### src/sv/mf_queue.sv
// ----------------------------------------------------------------------------
// mf_queue
// Small job queue between the front and the back.
// ----------------------------------------------------------------------------
module mf_queue #(
    parameter int WIDTH = 16,
    parameter int DEPTH = 2
) (
    input  logic             i_clk,
    input  logic             i_rst_n,
    input  logic             i_push,
    input  logic [WIDTH-1:0] i_data,
    input  logic             i_pop,
    output logic             o_valid,
    output logic             o_room,
    output logic [WIDTH-1:0] o_data
);
    localparam int PW = (DEPTH > 1) ? $clog2(DEPTH) : 1;
    localparam int CW = $clog2(DEPTH + 1);

    logic [WIDTH-1:0] r_mem [DEPTH];
    logic [PW-1:0]    r_wr, r_rd;
    logic [CW-1:0]    r_cnt;

    always_ff @(posedge i_clk) begin
        if (!i_rst_n) begin
            r_wr  <= '0;
            r_rd  <= '0;
            r_cnt <= '0;
        end else begin
            if (i_push) begin
                r_wr <= (r_wr == PW'(DEPTH - 1)) ? '0 : r_wr + 1'b1;
            end
            if (i_pop) begin
                r_rd <= (r_rd == PW'(DEPTH - 1)) ? '0 : r_rd + 1'b1;
            end
            r_cnt <= r_cnt + CW'(i_push) - CW'(i_pop);
        end
    end

    always_ff @(posedge i_clk) begin
        if (i_push) begin
            r_mem[r_wr] <= i_data;
        end
    end

    assign o_valid = (r_cnt != '0);
    assign o_room  = (r_cnt < CW'(DEPTH));
    assign o_data  = r_mem[r_rd];

    a_push_room: assert property (@(posedge i_clk) disable iff (!i_rst_n)
        i_push |-> (r_cnt < CW'(DEPTH)))
        else $error("job pushed into a full queue");
    a_pop_valid: assert property (@(posedge i_clk) disable iff (!i_rst_n)
        i_pop |-> (r_cnt != '0))
        else $error("job popped from an empty queue");
    a_cnt_track: assert property (@(posedge i_clk) disable iff (!i_rst_n)
        (i_push && !i_pop) |=> (r_cnt == $past(r_cnt) + 1'b1))
        else $error("queue count lost a push");
endmodule

### config.mk
export PLATFORM = sky130hd
export DESIGN_NAME = mf_queue
export DESIGN_NICKNAME = d
export VERILOG_FILES = /design/src/sv/mf_queue.sv
export SDC_FILE = /design/constraint.sdc
export NUM_CORES = 1
export LEC_CHECK = 0
export BUFFER_PORTS_ARGS = -buffer_cell sky130_fd_sc_hd__buf_2
export CORE_ASPECT_RATIO = 2
export CORE_MARGIN = 10
export CORE_UTILIZATION = 54
export DETAILED_ROUTE_END_ITERATION = 10
export MAX_ROUTING_LAYER = met4
export PLACE_DENSITY = 0.85
export SLEW_MARGIN = 10
export SYNTH_ARGS = -nofsm -noshare
export SYNTH_HDL_FRONTEND = slang
export SYNTH_SLANG_ARGS = --single-unit
### constraint.sdc
create_clock -name i_clk -period 3.31 [get_ports i_clk]
set_clock_uncertainty 0.05 [all_clocks]
set_input_delay 0.1655 -clock i_clk [delete_from_list [all_inputs] [get_ports i_clk]]
set_output_delay 0.1655 -clock i_clk [all_outputs]
set_load 0.005 [all_outputs]
## Word level (Yosys, flattened, before mapping)

Memory sizes are Yosys's and may differ from the RTL's. A register that Yosys moved wholly into a read port is not among the register bits.
Index checks and enable logic that the tools add are counted.

| cells by class | value |
|---|---|
| reduce and logical (&&, ||, !) cells | 1 |
| order comparisons | 1 |
| muxes and demuxes | 6 |
| add/subtract/negate cells | 4 |

Operator list:

| operator | number |
|---|---|
| 1-bit 2-to-1 mux | 6 |
| 1-bit adder, second input constant | 2 |
| 2-bit by 1-bit adder with 2-bit output | 1 |
| 2-bit < comparator, second input constant | 1 |
| 2-bit nonzero test | 1 |
| 2-bit by 1-bit subtractor with 2-bit output | 1 |

| word-level totals | value |
|---|---|
| bits in registers | 4 |
| input port bits | 20 |
| bits in writable memories | 32 |
| memories | 1 |

Memories:

| name | words | bits a word | rd ports | clocked after memory_dff | write ports | RTL line | RTL |
|---|---|---|---|---|---|---|---|
| r_mem | 2 | 16 | 1 | 1 | 1 | 21 | `logic [WIDTH-1:0] r_mem [DEPTH];` |

## Longest topological paths before layout

| logic depth | value |
|---|---|
| word-level depth | 4 |
| mapped depth | 6 |
| depth with buffers taken out | 6 |

## Worst setup path before layout

No wires, ideal clock.

| timing path | value |
|---|---|
| path type | register to register |
| start point | reg r_wr |
| end point | mem r_mem[0][0], enable pin |
| buffers on the path | 0 |
| data required time | 2868 ps |
| setup slack | 1790 ps |
| arrival | 1078 ps |
| clock period less this slack | 1520 ps |
| cell stages (with the launch flop) | 2 |
| path through | dfxtp_1 nor2b_1 |

RTL lines:

| element | RTL line | RTL |
|---|---|---|
| start: declaration | 22 | `logic [PW-1:0] r_wr, r_rd;` |
| start signal: assignment | 32 | `r_wr <= (r_wr == PW'(DEPTH - 1)) ? '0 : r_wr + 1'b1;` |
| end: declaration | 21 |  |

No word-level cell before the write port.

==> summary.txt <==
Status: finished clean
GPL Wtd Cong: 0.629
Worst Hold Path Cells: 1
Yosys reg bits: 37
DRT Pass-1 Iters: 3
Non-filler cells in the finished layout: 142
Required @ worst endpoint: 3.09 ns
Crit-path cells: mux2_2 -> buf_2
Most common cell after layout, fill and taps aside: buf_2
Switching Power: 0.192 mW
Vias: 708
VDD IR max: 554 uV
Worst skew pair latency: 0.27 ns
Crit end category: output port
Unrepaired setup endpoints after global routing: false
Register-to-register path setup slack: 1.98 ns
Height of the die: 92.8 um
RR Startpoint: r_wr
Clock Sinks: 37
H-tree depth: 2
R2R depth: 1
DRC viols: 0
Vias per std cell: 4.99
Buffers added on ports: 37
CP arrival: 1.71 ns
Internal: 0.754 mW
Post-synthesis cell count: 71
Layout area overhead: 19.0%
GRT overflow: 0
# setup viols final: 0
Netlist cell types: 14
Clock group share of total power: 28.5%
CTS buffer count: 5
Tot Pwr: 0.946 mW
Vias in the first global route: 792
Post-CTS Setup Bufs: 0
Final antenna-violating net count: 0
FP Rows: 26
Mapped Nets: 93
CTS tree: done
Final min period: 1.93 ns
Setup TNS: 0 ns
Die area: 5240 um^2
Fin crit share: 58.3%
Average size of a mapped cell: 20.2 um^2
Hold_ws: 0.0273 ns
Startpoint types: flip-flop
CP max FO: 16
Hold crit path type: primary input to flip-flop
Antenna cells: 0
Slew Limit Fails: 0
Ports: 38
Fmax: 518 MHz
Synthesized area: 1430 um^2
DRT Wirelength: 2360 um
Slowest stage cell, crit path: dfxtp_1
Die X: 56.4 um
Nets: 136
Switching Fraction: 20.3%
Worst-Margin Slew: 0.866 ns
Cts repair resizes: 0
Final core utilization: 67.2%
Worst r2r dst: r_mem[1][9]
Root Buffer: clkbuf_8
Total track usage: 9.58%
Combinational power share: 12.6%
Highest-count cells in the layout ignoring fill and taps: 37 x buf_2, 32 x edfxtp_1, 10 x mux2_4
Wirelength per Cell: 16.6 um
Slew headroom: 42.2%
Hold buffers post-CTS: 0
PD cells: 555 nW/um^2
Largest net degree at the start of global routing: 17
Max clock buf depth: 2
Initial antenna violation count: 0
Dpl cells: 135
Yosys warnings: 0
Iter 0 DRT Violations: 10
Core region area: 2540 um^2
Register area share after synthesis: 74.1%
DP Wirelength: 1830 um
Hold path start: i_data[5]
Setup CP Type: flip-flop to output port
Final hold vios: 0
Max-cap violations: 0
Share of cells above drive strength 1: 51.8%
Clock Pin Slew Worst Setup and Hold Paths: 0.06 ns
Global-route wire length before repair: 3650 um
Crit-path max cell delay: 0.88 ns
Initial core utilization: 56.5%
Pleak: 0.696 nW
Hold Path End: r_mem[0][5]
Reg power frac: 58.8%
[worst max path at each step]
stage               cells past startpoint          end       from  slack [ns]
floorplan                               1  r_mem[0][0]       r_wr        1.79
global placement                        2   o_data[15]  flip-flop        1.70
detailed placement                      2    o_data[2]  flip-flop        1.64
CTS                                     2    o_data[2]  flip-flop        1.33
global route                            2    o_data[6]  flip-flop        1.28
finish                                  2    o_data[2]  flip-flop        1.38
[stage by stage]
| step | cell area, um^2 | setup slack, ns |
|---|---|---|
| floorplan | 1430 | 1.79 |
| global placement | 1630 | 1.70 |
| detailed placement | 1630 | 1.64 |
| CTS | 1710 | 1.33 |
| global route | 1710 | 1.28 |
| finish | 1710 | 1.38 |
[critical path, delay by kind of cell, from the launching register on]
| kind | cells | cell delay (ns) |
|---|---|---|
| flip-flops | 1 | 0.88 |
| multiplexers | 1 | 0.42 |
| buffers and inverters | 1 | 0.13 |
[synthesized netlist by cell type]
master | number | area share [%]
xor2_1 | 1 | 0.61
mux2_4 | 10 | 10
edfxtp_1 | 32 | 67
o21a_1 | 1 | 0.52
dfxtp_1 | 5 | 7.0
inv_1 | 3 | 0.79
buf_6 | 1 | 0.79
nand2_1 | 1 | 0.26
nor2b_1 | 3 | 1.3
ha_1 | 2 | 1.7
buf_12 | 1 | 1.4
and2_1 | 4 | 1.7
xnor3_1 | 1 | 1.6
mux2_2 | 6 | 4.7
[routing by layer]
layer	GRT usage, %	share of wire, %	wire (um)
met5	-	0	0
met4	4.84	2.0	48
met3	4.38	6.5	153
met2	16.6	58	1360
met1	8.31	34	793
[state kept, by name, summed over array words and instances (netlist names), named ones only]
register,flops
r_mem,32
r_rd,1
r_cnt,2
r_wr,1
[cell families after synthesis]
kind of cell / share of synthesized area, %
buffers and inverters: 2.97
muxes: 15.2
and+or+nand+nor: 3.32
adders and majority gates: 1.75
AOI/OAI and AO/OA: 0.524
xor gates and xnor gates: 2.18
DFF: 74.1
[final cells by class]
cell class / instances / area, um^2
fillers: 183 / 832
clock buffers: 6 / 72.6
well taps: 28 / 35.0
clock inverters: 1 / 3.75
inverters: 3 / 11.3
multi-input cells: 29 / 329
flip-flops and latches: 37 / 1060
repair buffers: 38 / 193
[power by group through the flow]
stage	clock network, mW	logic [mW]	registers [mW]
2_1_floorplan	0	0.0848	0.555
3_3_place_gp	0	0.116	0.564
3_5_place_dp	0	0.121	0.567
4_1_cts	0.282	0.124	0.558
5_1_grt	0.305	0.134	0.559
6_report	0.270	0.120	0.557
Power figures use the tool's default switching activity.
